--- src/hw/rtl/mkd_pkg.sv ---
// Shared types, constants and the Morse lookup table for the key timing decoder.
`timescale 1ns / 1ps

package mkd_pkg;

	localparam int MAX_SYMBOLS_DEF = 6;
	localparam int TIME_W          = 32;
	localparam int THR_W           = 16;
	localparam int CHAR_W          = 7;
	localparam int CFG_INDEX_W     = 4;

	// Lookup keys are held at the widest buffer the parameter range allows.
	localparam int LUT_BITS_W = 8;
	localparam int LUT_CNT_W  = 4;

	localparam logic [CFG_INDEX_W-1:0] REG_DOT_MAX  = CFG_INDEX_W'(0);
	localparam logic [CFG_INDEX_W-1:0] REG_DASH_MAX = CFG_INDEX_W'(1);

	localparam logic [THR_W-1:0] DOT_MAX_RESET  = THR_W'(250);
	localparam logic [THR_W-1:0] DASH_MAX_RESET = THR_W'(1000);

	localparam logic [CHAR_W-1:0] CHAR_NONE  = 7'h00;
	localparam logic [CHAR_W-1:0] CHAR_SPACE = 7'h20;

	typedef enum logic [1:0] {
		KIND_CHAR    = 2'd0,
		KIND_SPACE   = 2'd1,
		KIND_UNKNOWN = 2'd2,
		KIND_ERASED  = 2'd3
	} kind_t;

	typedef struct packed {
		logic              key_level;
		logic              translate_level;
		logic [TIME_W-1:0] time_ms;
	} in_item_t;

	typedef struct packed {
		kind_t             result_kind;
		logic [CHAR_W-1:0] character;
	} out_item_t;

	typedef struct packed {
		logic [THR_W-1:0] dot_max_ms;
		logic [THR_W-1:0] dash_max_ms;
	} thresholds_t;

	// Symbol i of the pattern sits in bit i, a dash is a one. Stored bits above
	// the count are always zero, so count and bits together form the key.
	// Returns zero for a pattern that is not in the table.
	function automatic logic [CHAR_W-1:0] morse_lookup(
		input logic [LUT_CNT_W-1:0]  count,
		input logic [LUT_BITS_W-1:0] bits
	);
		logic [CHAR_W-1:0] ch;
		ch = CHAR_NONE;
		unique case (count)
			4'd1: begin
				case (bits)
					8'd0: ch = 7'h45; // E
					8'd1: ch = 7'h54; // T
					default: ch = CHAR_NONE;
				endcase
			end
			4'd2: begin
				case (bits)
					8'd0: ch = 7'h49; // I
					8'd1: ch = 7'h4E; // N
					8'd2: ch = 7'h41; // A
					8'd3: ch = 7'h4D; // M
					default: ch = CHAR_NONE;
				endcase
			end
			4'd3: begin
				case (bits)
					8'd0: ch = 7'h53; // S
					8'd1: ch = 7'h44; // D
					8'd2: ch = 7'h52; // R
					8'd3: ch = 7'h47; // G
					8'd4: ch = 7'h55; // U
					8'd5: ch = 7'h4B; // K
					8'd6: ch = 7'h57; // W
					8'd7: ch = 7'h4F; // O
					default: ch = CHAR_NONE;
				endcase
			end
			4'd4: begin
				case (bits)
					8'd0:  ch = 7'h48; // H
					8'd1:  ch = 7'h42; // B
					8'd2:  ch = 7'h4C; // L
					8'd3:  ch = 7'h5A; // Z
					8'd4:  ch = 7'h46; // F
					8'd5:  ch = 7'h43; // C
					8'd6:  ch = 7'h50; // P
					8'd8:  ch = 7'h56; // V
					8'd9:  ch = 7'h58; // X
					8'd11: ch = 7'h51; // Q
					8'd13: ch = 7'h59; // Y
					8'd14: ch = 7'h4A; // J
					default: ch = CHAR_NONE;
				endcase
			end
			4'd5: begin
				case (bits)
					8'd0:  ch = 7'h35; // 5
					8'd1:  ch = 7'h36; // 6
					8'd3:  ch = 7'h37; // 7
					8'd7:  ch = 7'h38; // 8
					8'd15: ch = 7'h39; // 9
					8'd16: ch = 7'h34; // 4
					8'd24: ch = 7'h33; // 3
					8'd28: ch = 7'h32; // 2
					8'd30: ch = 7'h31; // 1
					8'd31: ch = 7'h30; // 0
					default: ch = CHAR_NONE;
				endcase
			end
			4'd6: begin
				case (bits)
					8'd0: ch = 7'h3F; // ?
					default: ch = CHAR_NONE;
				endcase
			end
			default: ch = CHAR_NONE;
		endcase
		return ch;
	endfunction

endpackage

--- src/hw/rtl/morse_key_timing_decoder_core.sv ---
// Top level of the Morse key timing decoder: beat registers and configuration.
`timescale 1ns / 1ps

// Takes one poll of key, translate button and millisecond clock per beat and
// sustains one poll per cycle while the downstream side does not stall. A
// poll is captured in an input register, is decoded against the symbol
// buffer once the result register is free and, if it yields a character,
// space, unknown-code or erase report, leaves through a result register.
// Key releases add a dot or dash by hold time, nothing past the dash limit,
// and give no result. Input stall rises only while the input register is
// full and the result register is held by a stalled downstream side.
// Thresholds are written through the configuration channel, which is always
// ready; indexes past the dash limit are ignored.
module morse_key_timing_decoder_core import mkd_pkg::*; #(
	parameter int MAX_SYMBOLS = MAX_SYMBOLS_DEF
) (
	input  logic                   clk,
	input  logic                   arst_n,
	input  logic                   in_valid,
	output logic                   in_stall,
	input  in_item_t               in_data,
	output logic                   out_valid,
	input  logic                   out_stall,
	output out_item_t              out_data,
	input  logic                   cfg_valid,
	output logic                   cfg_ready,
	input  logic [CFG_INDEX_W-1:0] cfg_index,
	input  logic [THR_W-1:0]       cfg_data
);

	logic        item_valid_s1;
	in_item_t    item_s1;
	logic        advance;
	logic        res_valid;
	out_item_t   res;
	logic        out_valid_q;
	out_item_t   out_data_q;
	thresholds_t thr_q;

	// The poll in the input register moves on once the result register is free.
	assign advance   = item_valid_s1 && (!out_valid_q || !out_stall);
	assign in_stall  = item_valid_s1 && !advance;
	assign out_valid = out_valid_q;
	assign out_data  = out_data_q;
	assign cfg_ready = 1'b1;

	mkd_decode #(
		.MAX_SYMBOLS(MAX_SYMBOLS)
	) u_decode (
		.clk      (clk),
		.arst_n   (arst_n),
		.fire     (advance),
		.item     (item_s1),
		.thr      (thr_q),
		.res_valid(res_valid),
		.res      (res)
	);

	always_ff @(posedge clk or negedge arst_n) begin
		if (!arst_n) begin
			item_valid_s1 <= 1'b0;
			out_valid_q   <= 1'b0;
			thr_q         <= '{dot_max_ms: DOT_MAX_RESET, dash_max_ms: DASH_MAX_RESET};
		end else begin
			if (in_valid && !in_stall) begin
				item_valid_s1 <= 1'b1;
			end else if (advance) begin
				item_valid_s1 <= 1'b0;
			end

			if (advance) begin
				out_valid_q <= res_valid;
			end else if (!out_stall) begin
				out_valid_q <= 1'b0;
			end

			if (cfg_valid && cfg_ready) begin
				case (cfg_index)
					REG_DOT_MAX:  thr_q.dot_max_ms  <= cfg_data;
					REG_DASH_MAX: thr_q.dash_max_ms <= cfg_data;
					default: ;
				endcase
			end
		end
	end

	always_ff @(posedge clk) begin
		if (in_valid && !in_stall) begin
			item_s1 <= in_data;
		end
		if (advance && res_valid) begin
			out_data_q <= res;
		end
	end

endmodule

--- src/hw/rtl/mkd_decode.sv ---
// Symbol buffer, key edge timing and translate/erase decision for one poll.
`timescale 1ns / 1ps

module mkd_decode import mkd_pkg::*; #(
	parameter int MAX_SYMBOLS = MAX_SYMBOLS_DEF
) (
	input  logic        clk,
	input  logic        arst_n,
	input  logic        fire,
	input  in_item_t    item,
	input  thresholds_t thr,
	output logic        res_valid,
	output out_item_t   res
);

	localparam int CNT_W = $clog2(MAX_SYMBOLS + 1);
	localparam int IDX_W = $clog2(MAX_SYMBOLS);

	logic [MAX_SYMBOLS-1:0] bits_q, bits_d;
	logic [CNT_W-1:0]       count_q, count_d;
	logic                   ovf_q, ovf_d;
	logic                   prev_key_q, prev_key_d;
	logic [TIME_W-1:0]      press_q, press_d;

	logic [TIME_W-1:0] hold;
	logic              fits_dot;
	logic              fits_dash;
	logic [CHAR_W-1:0] lut_ch;
	logic [CHAR_W-1:0] dec_ch;

	assign hold      = item.time_ms - press_q;
	assign fits_dot  = (hold <= TIME_W'(thr.dot_max_ms));
	assign fits_dash = (hold <= TIME_W'(thr.dash_max_ms));
	assign lut_ch    = morse_lookup(LUT_CNT_W'(count_q), LUT_BITS_W'(bits_q));
	assign dec_ch    = ovf_q ? CHAR_NONE : lut_ch;

	always_comb begin
		bits_d     = bits_q;
		count_d    = count_q;
		ovf_d      = ovf_q;
		prev_key_d = prev_key_q;
		press_d    = press_q;
		res_valid  = 1'b0;
		res        = '{result_kind: KIND_CHAR, character: CHAR_NONE};

		if (item.translate_level && !item.key_level) begin
			bits_d    = '0;
			count_d   = '0;
			ovf_d     = 1'b0;
			res_valid = 1'b1;
			res       = '{result_kind: KIND_ERASED, character: CHAR_NONE};
		end else if (item.translate_level) begin
			res_valid = 1'b1;
			if (count_q == '0 && !ovf_q) begin
				res = '{result_kind: KIND_SPACE, character: CHAR_SPACE};
			end else begin
				res.result_kind = (dec_ch != CHAR_NONE) ? KIND_CHAR : KIND_UNKNOWN;
				res.character   = dec_ch;
				bits_d          = '0;
				count_d         = '0;
				ovf_d           = 1'b0;
			end
		end else if (item.key_level != prev_key_q) begin
			prev_key_d = item.key_level;
			if (!item.key_level) begin
				press_d = item.time_ms;
			end else if (fits_dot || fits_dash) begin
				// The dot limit is checked first; a hold past both limits adds nothing.
				if (count_q < CNT_W'(MAX_SYMBOLS)) begin
					bits_d[count_q[IDX_W-1:0]] = !fits_dot;
					count_d = count_q + CNT_W'(1);
				end else begin
					ovf_d = 1'b1;
				end
			end
		end
	end

	always_ff @(posedge clk or negedge arst_n) begin
		if (!arst_n) begin
			bits_q     <= '0;
			count_q    <= '0;
			ovf_q      <= 1'b0;
			prev_key_q <= 1'b1;
			press_q    <= '0;
		end else if (fire) begin
			bits_q     <= bits_d;
			count_q    <= count_d;
			ovf_q      <= ovf_d;
			prev_key_q <= prev_key_d;
			press_q    <= press_d;
		end
	end

endmodule

--- config.mk ---
export PLATFORM = sky130hd
export DESIGN_NAME = morse_key_timing_decoder_core
export DESIGN_NICKNAME = d
export VERILOG_FILES = /design/src/hw/rtl/mkd_pkg.sv /design/src/hw/rtl/morse_key_timing_decoder_core.sv /design/src/hw/rtl/mkd_decode.sv
export SDC_FILE = /design/constraint.sdc
export NUM_CORES = 1
export LEC_CHECK = 0
export ABC_CLOCK_PERIOD_IN_PS = 4450
export BUFFER_PORTS_ARGS = -buffer_cell sky130_fd_sc_hd__buf_4
export CORE_MARGIN = 1
export CORE_UTILIZATION = 34
export CTS_CLUSTER_DIAMETER = 60
export CTS_CLUSTER_SIZE = 8
export DETAILED_ROUTE_END_ITERATION = 8
export SLEW_MARGIN = 10
export SYNTH_ARGS = -nofsm -noshare
export SYNTH_HDL_FRONTEND = slang
export SYNTH_SLANG_ARGS = --single-unit
--- constraint.sdc ---
create_clock -name clk -period 4.45 [get_ports clk]
set_clock_uncertainty 0.15 [all_clocks]
set_input_delay 0.445 -clock clk [delete_from_list [all_inputs] [get_ports clk]]
set_output_delay 0.445 -clock clk [all_outputs]
set_load 0.01 [all_outputs]
==> results.sh, run 1 <==
export IMPL_synth_common_cells="115 x nand2_1, 81 x o21ai_0, 77 x inv_1"
export IMPL_synth_seq_cells=120
export IMPL_reg2regPathDepth=17
export IMPL_critPathMaxFanout=4
export IMPL_hold_violations=0
export IMPL_avgSynthCellArea_um2=9.23
export IMPL_drt_initial_drc_count=444
export IMPL_wire_per_inst_um=15.4
export IMPL_dp_hpwl_um=15500
export IMPL_power_density_nw_per_um2=664
export IMPL_yosysSeqAreaShare_pct=38.9
export IMPL_maxCapViolations=0
export IMPL_critical_path_buf_inv_count=1
export IMPL_port_buffers=69
export IMPL_finalWorstSetupSlack_ns=0.166
export IMPL_synth_edff_count=43
export IMPL_reg2reg_from="item_s1[2]"
export IMPL_drive_gt1_share_pct=23.0
export IMPL_grt_pass1_wl_um=33000
export IMPL_rrSetupSlack_ns=0.17
export IMPL_cp_arrival_ns=4.43
export IMPL_wl_um=20200
export IMPL_hp_start="in_data[21]"
export IMPL_core_area_um2=23700
export IMPL_gp_congestion=0.880
export IMPL_drt_vias_per_instance=5.24
export IMPL_yosys_area_share_simple_pct=17.5
export IMPL_synth_xor_area_share_pct=2.00
export IMPL_synthTopCellsByArea="dfrtp_1 19%, edfxtp_1 16%, ha_1 11%"
export IMPL_drv_slew=0
export IMPL_design_power_total_mw=6.78
export IMPL_cts_sink_count=120
export IMPL_setup_violations=0
export IMPL_synth_nets=1035
export IMPL_tightest_slew_ns=0.918
export IMPL_cpPeakStageDelay_ns=0.45
export IMPL_synthDistinctLibCells=84
export IMPL_grt_pass1_vias=6491
export IMPL_n_antenna_cell=0
export IMPL_period_needed_ns=4.28
export IMPL_crit_family="compound AO/OA/AOI/OAI gates"
export IMPL_hp_class="in2reg"
export IMPL_critical_path_slowest_cell="a2111oi_4"
export IMPL_outcome="finished clean"
export IMPL_pin_count=71
export IMPL_clock_latency_ns=0.41
export IMPL_nets=1115
export IMPL_cts_max_level=4
export IMPL_setup_worst_path_start_class="register"
export IMPL_clockBufferDepth=2
export IMPL_synth_adder_area_share_pct=11.5
export IMPL_synth_compound_area_share_pct=20.1
export IMPL_cts_tree="yes"
export IMPL_fin_crit_sh_pct=96.3
export IMPL_syn2layout_area_growth_pct=22.9
export IMPL_clockRootBuffer="clkbuf_16"
export IMPL_fmax_mhz=233
export IMPL_antenna_found_initial=0
export IMPL_die_area_um2=25100
export IMPL_die_w_um=158
export IMPL_rows=56
export IMPL_grt_start_max_net_pins=63
export IMPL_async_flop_share_pct=64.2
export IMPL_ys_flop_type="dfrtp_1"
export IMPL_critPathMostFrequentCell="nand4_1"
export IMPL_die_h_um=158
export IMPL_synth_most_common_cell="nand2_1"
export IMPL_hold_slack_ns=0.0539
export IMPL_ys_warnings_count=0
export IMPL_yosysTopAreaCellShare_pct=19.3
export IMPL_ant_nets=0
export IMPL_synthMuxAreaShare_pct=4.46
export IMPL_crit_required_ns=4.59
export IMPL_p_leak_nw=4.34
export IMPL_synthCells=900
export IMPL_cp_cell_sequence="ha_4 -> o211ai_1 -> a21oi_4 -> buf_4 -> o21ai_1 -> nand3_2 -> a31oi_2 -> xnor2_2 -> ha_1 -> a211oi_4 -> o2111ai_2 -> a22oi_2 -> or4_4 -> nand4_1 -> a2111oi_4 -> nand4_1 -> mux2i_1"
export IMPL_worstReg2RegEnd="u_decode.bits_q[3]"
export IMPL_num_vias=6869
export IMPL_grt_usage_pct=16.8
export IMPL_gr_total_overflow=0
export IMPL_yosysTopAreaCell="dfrtp_1"
export IMPL_syn_cell_area_um2=8310
export IMPL_initial_utilization_pct=35.1
export IMPL_synth_top_family_by_area="compound AO/OA/AOI/OAI gates"
export IMPL_post_route_drc_count=0
export IMPL_path_class="reg2reg"
export IMPL_clkSlewWorstSetupHoldPaths_ns=0.06
export IMPL_drt_first_pass_iters=5
export IMPL_relSlewSlack_pct=38.8
export IMPL_whs_endpoint="item_s1[21]"
export IMPL_tritoncts_num_buffers=17
export IMPL_holdPathStages=1
export IMPL_irDropWorstVdd_mv=0.244
export IMPL_pre_cts_ws_ns=-0.134
export IMPL_endpoint_kind="register"
-- layout make-up --
cell class                      count  area, µm²
Clock inverter                     13        225
Fill cell                        2364      13500
Clock buffer                       19        443
Inverter                           78        293
Tap cell                          319        399
Sequential cell                   120       3230
Multi-Input combinational cell    665       4870
Timing Repair Buffer               98        738
-- routing by layer --
metal / track usage, % / vias up / routed length [µm]
met5: 0 / - / 0
met2: 25.4 / 156 / 8740
li1: - / 3444 / -
met4: 4.58 / 0 / 238
met3: 2.89 / 17 / 916
met1: 24.5 / 3252 / 10300
-- per-stage QoR --
stage	setup TNS [ns]	cells	instance area [µm²]	utilization [%]
after floorplan	0	900	8310	-
after global placement	-0.335	1272	9240	39.0
after detailed placement	-0.804	1272	9240	39.0
after CTS	0	1305	9930	41.9
after global routing	-0.109	1312	10200	43.1
final	0	1312	10200	43.1
-- registers in the layout, summed over array words and instances (netlist names) --
name,count
u_decode.count_q,3
u_decode.bits_q,6
out_data,9
u_decode.press_q,32
item_valid_s1,1
item_s1,34
thr_q,32
u_decode.prev_key_q,1
out_valid,1
u_decode.ovf_q,1
-- cell families after synthesis --
group,Yosys count
compound gates,247
buf+inv,115
simple gates,289
other cells,1
flops,120
xor+xnor,19
fa+ha+maj,76
mux,33
-- how the worst max path moves through the flow --
stage                           from                  end  slack [ns]  cells past startpoint
final                     item_s1[2]   u_decode.bits_q[3]        0.17                     17
after global routing      item_s1[0]  u_decode.count_q[0]       -0.03                     20
after CTS                 item_s1[0]   u_decode.bits_q[4]       0.002                     18
after detailed placement  item_s1[4]   u_decode.bits_q[3]       -0.13                     16
after global placement    item_s1[4]   u_decode.bits_q[2]       -0.06                     16
after floorplan           item_s1[0]  u_decode.count_q[0]        0.36                     18
-- power by group --
part | internal [mW] | total (mW) | switching, mW
Clock | 1.06 | 1.55 | 0.494
Sequential | 1.41 | 1.50 | 0.0931
Combinational | 1.53 | 3.72 | 2.20
Total | 3.99 | 6.78 | 2.78
-- timing repair --
item | CTS | global route
hold buffers | 1 | 0
pin swaps | 1 | 29
setup buffers | 0 | 7
endpoints found under the setup margin | 10 | 10
gates resized for setup | 3 | 44
endpoints found under the hold margin | 31 | 0
cloned | 0 | 0
-- layout by cell type (no fill, tap or decap), types with 10 or more instances in the layout --
cell type  instances
nand2_1          113
buf_4             97
inv_1             77
o21ai_0           77
ha_1              72
dfrtp_1           64
edfxtp_1          43
nor2_1            42
a21oi_1           42
nand4_1           23
nand3_1           23
mux2_2            22
clkbuf_16         17
a21o_1            16
nor3_1            14
dfstp_2           13
mux2i_1           10
(Power assumes the default switching activity.)
==> inputs of run 2 (changes only) <==
Settings changed: ABC_CLOCK_PERIOD_IN_PS 4450 to 4500.
Clock period 4.45 ns to 4.5 ns, I/O delays scaled along.
==> run 2 against run 1 <==
Effect of this change: design area shrank 1.5%; critical endpoint is now u_decode.count_q[0]; sequential cell count is the same; largest cell class unchanged; routed wire length is essentially flat; worst setup slack gained 0.052 ns; critical path type unchanged.
==> results.sh, run 2 (synthesis gave the netlist of run 1 again) <==
export IMPL_worstReg2RegEnd="u_decode.count_q[0]"
export IMPL_grt_start_max_net_pins=63
export IMPL_tritoncts_num_buffers=17
export IMPL_irDropWorstVdd_mv=0.265
export IMPL_crit_path_start="item_s1[0]"
export IMPL_multi_input_area_um2=4780
export IMPL_power_density_nw_per_um2=645
export IMPL_dpl_cell_area_um2=9230
export IMPL_cts_tree="yes"
export IMPL_hold_violations=0
export IMPL_cts_sink_count=120
export IMPL_path_class="reg2reg"
export IMPL_hold_slack_ns=0.0530
export IMPL_gr_total_overflow=0
export IMPL_tightest_slew_ns=0.939
export IMPL_finalWorstSetupSlack_ns=0.218
export IMPL_drv_slew=0
export IMPL_clock_latency_ns=0.42
export IMPL_reg2regPathDepth=20
export IMPL_drt_vias_per_instance=5.19
export IMPL_layout_commonest_cell="nand2_1"
export IMPL_gr_max_usage_layer="met2"
export IMPL_reg2reg_from="item_s1[0]"
export IMPL_largest_reg_flops=34
export IMPL_rows=56
export IMPL_timing_setup_tns_ns=0
export IMPL_grt_usage_pct=16.9
export IMPL_port_buffers=69
export IMPL_use_met3_pct=3.76
export IMPL_clkSlewWorstSetupHoldPaths_ns=0.06
export IMPL_die_h_um=158
export IMPL_drt_initial_drc_count=419
export IMPL_fin_area_um2=10100
export IMPL_wire_per_inst_um=15.4
export IMPL_setup_worst_path_start_class="register"
export IMPL_die_area_um2=25100
export IMPL_grt_pass1_wl_um=33100
export IMPL_fmax_mhz=234
export IMPL_clockRootBuffer="clkbuf_16"
export IMPL_setup_violations=0
export IMPL_hp_class="in2reg"
export IMPL_drive_gt1_share_pct=21.6
export IMPL_core_area_um2=23700
export IMPL_pin_count=71
export IMPL_crit_path_end="u_decode.count_q[0]"
export IMPL_die_w_um=158
export IMPL_rrSetupSlack_ns=0.22
export IMPL_seqCellArea_um2=3230
export IMPL_nets=1115
export IMPL_ant_nets=0
export IMPL_clockBufferDepth=2
export IMPL_pre_cts_ws_ns=-0.142
export IMPL_fin_crit_sh_pct=95.2
export IMPL_cp_arrival_ns=4.47
export IMPL_antenna_found_initial=0
export IMPL_syn2layout_area_growth_pct=21.1
export IMPL_initial_utilization_pct=35.1
export IMPL_relSlewSlack_pct=37.4
export IMPL_cts_max_level=4
export IMPL_holdPathStages=1
export IMPL_endpoint_kind="register"
export IMPL_wl_um=20200
export IMPL_grt_pass1_vias=6438
export IMPL_design_power_total_mw=6.48
export IMPL_outcome="finished clean"
export IMPL_n_antenna_cell=0
export IMPL_drt_first_pass_iters=5
export IMPL_period_needed_ns=4.28
export IMPL_use_met2_pct=25.5
export IMPL_largest_register="item_s1"
export IMPL_post_route_drc_count=0
export IMPL_critPathMaxFanout=7
export IMPL_maxCapViolations=0
export IMPL_p_leak_nw=4.29
export IMPL_gp_congestion=0.855
export IMPL_mostFrequentLayoutCells="114 x nand2_1, 97 x buf_4, 77 x inv_1, 77 x o21ai_0, 73 x ha_1"
export IMPL_reg_largest_list="item_s1 x34, thr_q x32, u_decode.press_q x32"
export IMPL_grt_use_met1_pct=24.5
export IMPL_dp_hpwl_um=15100
export IMPL_num_vias=6813
export IMPL_fillerInstances=2337
export IMPL_crit_required_ns=4.69
run 2: cell types whose count changed in the layout (fill, tap and decap cells not counted), moves of 2 or more:
cell / delta
a21oi_1: +3
a21oi_2: -2
bufinv_16: -2
nor2_1: +3
nor2_2: -3
run 2: timing repair:
action / CTS / global route
pin swaps: 3 / 19
hold endpoints to repair: 28 / 0
endpoints found under the setup margin: 10 / 10
hold buffers: 1 / 0
setup buffers: 1 / 7
resized for setup: 6 / 25
run 2: report_power, final:
| part | leakage, nW | switching, mW | total [mW] | internal (mW) |
|---|---|---|---|---|
| combinational | 2.66 | 2.13 | 3.58 | 1.46 |
| clock | 0.292 | 0.498 | 1.42 | 0.921 |
| sequential | 1.34 | 0.0899 | 1.48 | 1.39 |
| total | 4.29 | 2.72 | 6.48 | 3.77 |
run 2: final cells by class:
class,instances,share of cell area [%]
Multi-Input combinational cell,665,47.5
Tap cell,319,3.97
Sequential cell,120,32.2
Timing Repair Buffer,98,7.34
Clock inverter,13,1.78
Inverter,78,2.91
Clock buffer,19,4.31
run 2: metal layers:
layer,vias to the layer above,wire (µm)
li1,3436,-
met1,3216,10300
met2,147,8720
met3,14,946
met4,0,170
met5,-,0
run 2: worst min-delay path by stage:
stage,from,end
floorplan,arst_n,item_valid_s1
global placement,arst_n,u_decode.press_q[15]
detailed placement,arst_n,u_decode.press_q[15]
CTS,in_data[22],item_s1[22]
global route,in_data[24],item_s1[24]
finish,in_data[28],item_s1[28]
run 2: worst max-delay path, cell delays in order (launching register included):
cell	delay, ns
edfxtp_1	0.38
inv_1	0.08
ha_2	0.19
fa_2	0.21
and2b_2	0.24
o2111ai_4	0.27
nand2_2	0.12
a31oi_4	0.20
o21ai_2	0.10
xor2_2	0.18
ha_1	0.28
nand2_1	0.06
or2_4	0.27
o21ai_2	0.13
a22oi_2	0.10
or4_4	0.55
o2111ai_4	0.11
nor4_4	0.07
buf_4	0.17
a311o_1	0.26
o211ai_1	0.09
run 2: through the flow:
step | instances | utilization (%)
floorplan | 900 | -
global placement | 1271 | 39.0
detailed placement | 1271 | 39.0
CTS | 1305 | 41.8
global route | 1312 | 42.5
finish | 1312 | 42.5
==> inputs of run 3 (changes only) <==
Settings changed: PLACE_DENSITY set to 0.61.
==> run 3 against run 2 <==
Effect of this change: design area rose by 0.42%; core utilization rose by 0.18 points; register-to-register slack got worse by 0.04 ns; sequential share of layout area fell by 0.14 points; worst hold slack improved by 0.0022 ns.
==> results.sh, run 3 (synthesis gave the netlist of run 1 again) <==
export IMPL_syn2layout_area_growth_pct=21.6
export IMPL_cts_sink_count=120
export IMPL_cts_tree="yes"
export IMPL_pre_cts_ws_ns=-0.0302
export IMPL_reg2reg_from="u_decode.press_q[0]"
export IMPL_dpl_cell_area_um2=9230
export IMPL_die_w_um=158
export IMPL_cp_arrival_ns=4.51
export IMPL_layout_commonest_cell="nand2_1"
export IMPL_crit_path_end="u_decode.count_q[0]"
export IMPL_port_buffers=69
export IMPL_gr_total_overflow=0
export IMPL_outcome="finished clean"
export IMPL_gp_congestion=0.891
export IMPL_grt_start_max_net_pins=63
export IMPL_num_vias=6754
export IMPL_setup_violations=0
export IMPL_fillerInstances=2371
export IMPL_dp_hpwl_um=15000
export IMPL_clkSlewWorstSetupHoldPaths_ns=0.06
export IMPL_drt_vias_per_instance=5.14
export IMPL_instances_no_fill=1313
export IMPL_period_needed_ns=4.32
export IMPL_fin_crit_sh_pct=96.0
export IMPL_drt_initial_drc_count=495
export IMPL_worstReg2RegEnd="u_decode.count_q[0]"
export IMPL_drv_slew=0
export IMPL_tightest_slew_ns=0.913
export IMPL_clock_latency_ns=0.42
export IMPL_wire_per_inst_um=15.2
export IMPL_power_density_nw_per_um2=644
export IMPL_tritoncts_num_buffers=17
export IMPL_multi_input_area_um2=4790
export IMPL_ant_nets=0
export IMPL_p_leak_nw=4.31
export IMPL_wl_um=20000
export IMPL_pin_count=71
export IMPL_grt_pass1_wl_um=33400
export IMPL_die_area_um2=25100
export IMPL_finalWorstSetupSlack_ns=0.181
export IMPL_clockRootBuffer="clkbuf_16"
export IMPL_nets=1116
export IMPL_critPathMaxFanout=7
export IMPL_path_class="reg2reg"
export IMPL_rows=56
export IMPL_grt_usage_pct=17.1
export IMPL_largest_register="item_s1"
export IMPL_largest_reg_flops=34
export IMPL_hp_class="in2reg"
export IMPL_n_antenna_cell=0
export IMPL_fin_area_um2=10100
export IMPL_cts_max_level=4
export IMPL_drive_gt1_share_pct=21.7
export IMPL_reg2regPathDepth=19
export IMPL_setup_worst_path_start_class="register"
export IMPL_post_place_cells=1271
export IMPL_seqCellArea_um2=3230
export IMPL_clockBufferDepth=2
export IMPL_maxCapViolations=0
export IMPL_drt_first_pass_iters=6
export IMPL_grt_pass1_vias=6511
export IMPL_mostFrequentLayoutCells="113 x nand2_1, 97 x buf_4, 77 x o21ai_0"
export IMPL_fmax_mhz=232
export IMPL_die_h_um=158
export IMPL_post_route_drc_count=0
export IMPL_endpoint_kind="register"
export IMPL_rrSetupSlack_ns=0.18
export IMPL_crit_path_start="u_decode.press_q[0]"
export IMPL_core_area_um2=23700
export IMPL_crit_required_ns=4.69
export IMPL_hold_violations=0
export IMPL_initial_utilization_pct=35.1
export IMPL_irDropWorstVdd_mv=0.241
export IMPL_antenna_found_initial=0
export IMPL_relSlewSlack_pct=39.1
export IMPL_reg_largest_list="item_s1 x34, thr_q x32, u_decode.press_q x32"
[run 3: cell count changes in the layout (fill, tap and decap cells not counted), sizes merged]
cell and change:
clkinv -1, clkinvlp +1, clkbuf -1, inv +1, buf +1
[run 3: timing repair]
item,in CTS,in global routing
endpoints found under the hold margin,34,0
hold buffers,1,0
resized for setup,8,25
buffers inserted,4,5
endpoints found under the setup margin,9,10
pin swaps,3,12
[run 3: critical path, stage by stage, from the launching register on]
cell,delay [ns]
dfrtp_1,0.41
ha_4,0.18
fa_2,0.39
and2b_2,0.25
o2111ai_4,0.13
buf_6,0.16
a211o_1,0.29
nand2_2,0.11
xor2_2,0.08
ha_1,0.31
nand4_1,0.08
or2_4,0.26
o21ai_2,0.11
a22oi_1,0.10
or4_4,0.53
o2111ai_4,0.11
nor4_4,0.07
buf_4,0.17
a311o_1,0.26
o211ai_1,0.09
[run 3: final cells by class]
cell class                 instances  share of cell area, %
inverter                          78                   2.90
clock buffer                      18                   4.25
tap                              319                   3.95
multi-input combinational        665                   47.5
clock inverter                    14                   1.98
timing repair buffer              99                   7.42
sequential                       120                   32.0
[run 3: where the power goes]
part           total [mW]  switching (mW)  leakage [nW]  internal [mW]
clock network        1.46           0.526         0.297          0.930
logic                3.57            2.10          2.67           1.47
registers            1.48          0.0907          1.34           1.39
[run 3: how the worst min path moves through the flow]
| stage | from | to | cells past startpoint |
|---|---|---|---|
| finish | in_data[1] | item_s1[1] | 1 |
| global route | in_data[22] | item_s1[22] | 1 |
| CTS | in_data[31] | item_s1[31] | 1 |
| detailed placement | arst_n | u_decode.press_q[9] | 1 |
| global placement | arst_n | u_decode.press_q[14] | 1 |
| floorplan | arst_n | item_valid_s1 | 0 |
[run 3: per-layer routing]
| layer | vias to the layer above | GRT usage (%) | part of all wire (%) |
|---|---|---|---|
| li1 | 3444 | - | - |
| met1 | 3141 | 25.0 | 52 |
| met2 | 151 | 25.4 | 43 |
| met3 | 18 | 2.99 | 4.0 |
| met4 | 0 | 5.40 | 1.3 |
| met5 | - | 0 | 0 |
[run 3: through the flow]
stage / setup TNS [ns] / util (%) / hold WS [ns] / power [mW]
after global placement: 0 / 39.0 / 0.302 / 4.72
after CTS: 0 / 41.9 / 0.0326 / 6.31
after global routing: -0.116 / 42.6 / 0.0344 / 7.06
after detailed placement: -0.116 / 39.0 / 0.313 / 4.75
after floorplan: 0 / - / 0.00441 / 3.88
final: 0 / 42.6 / 0.0553 / 6.51
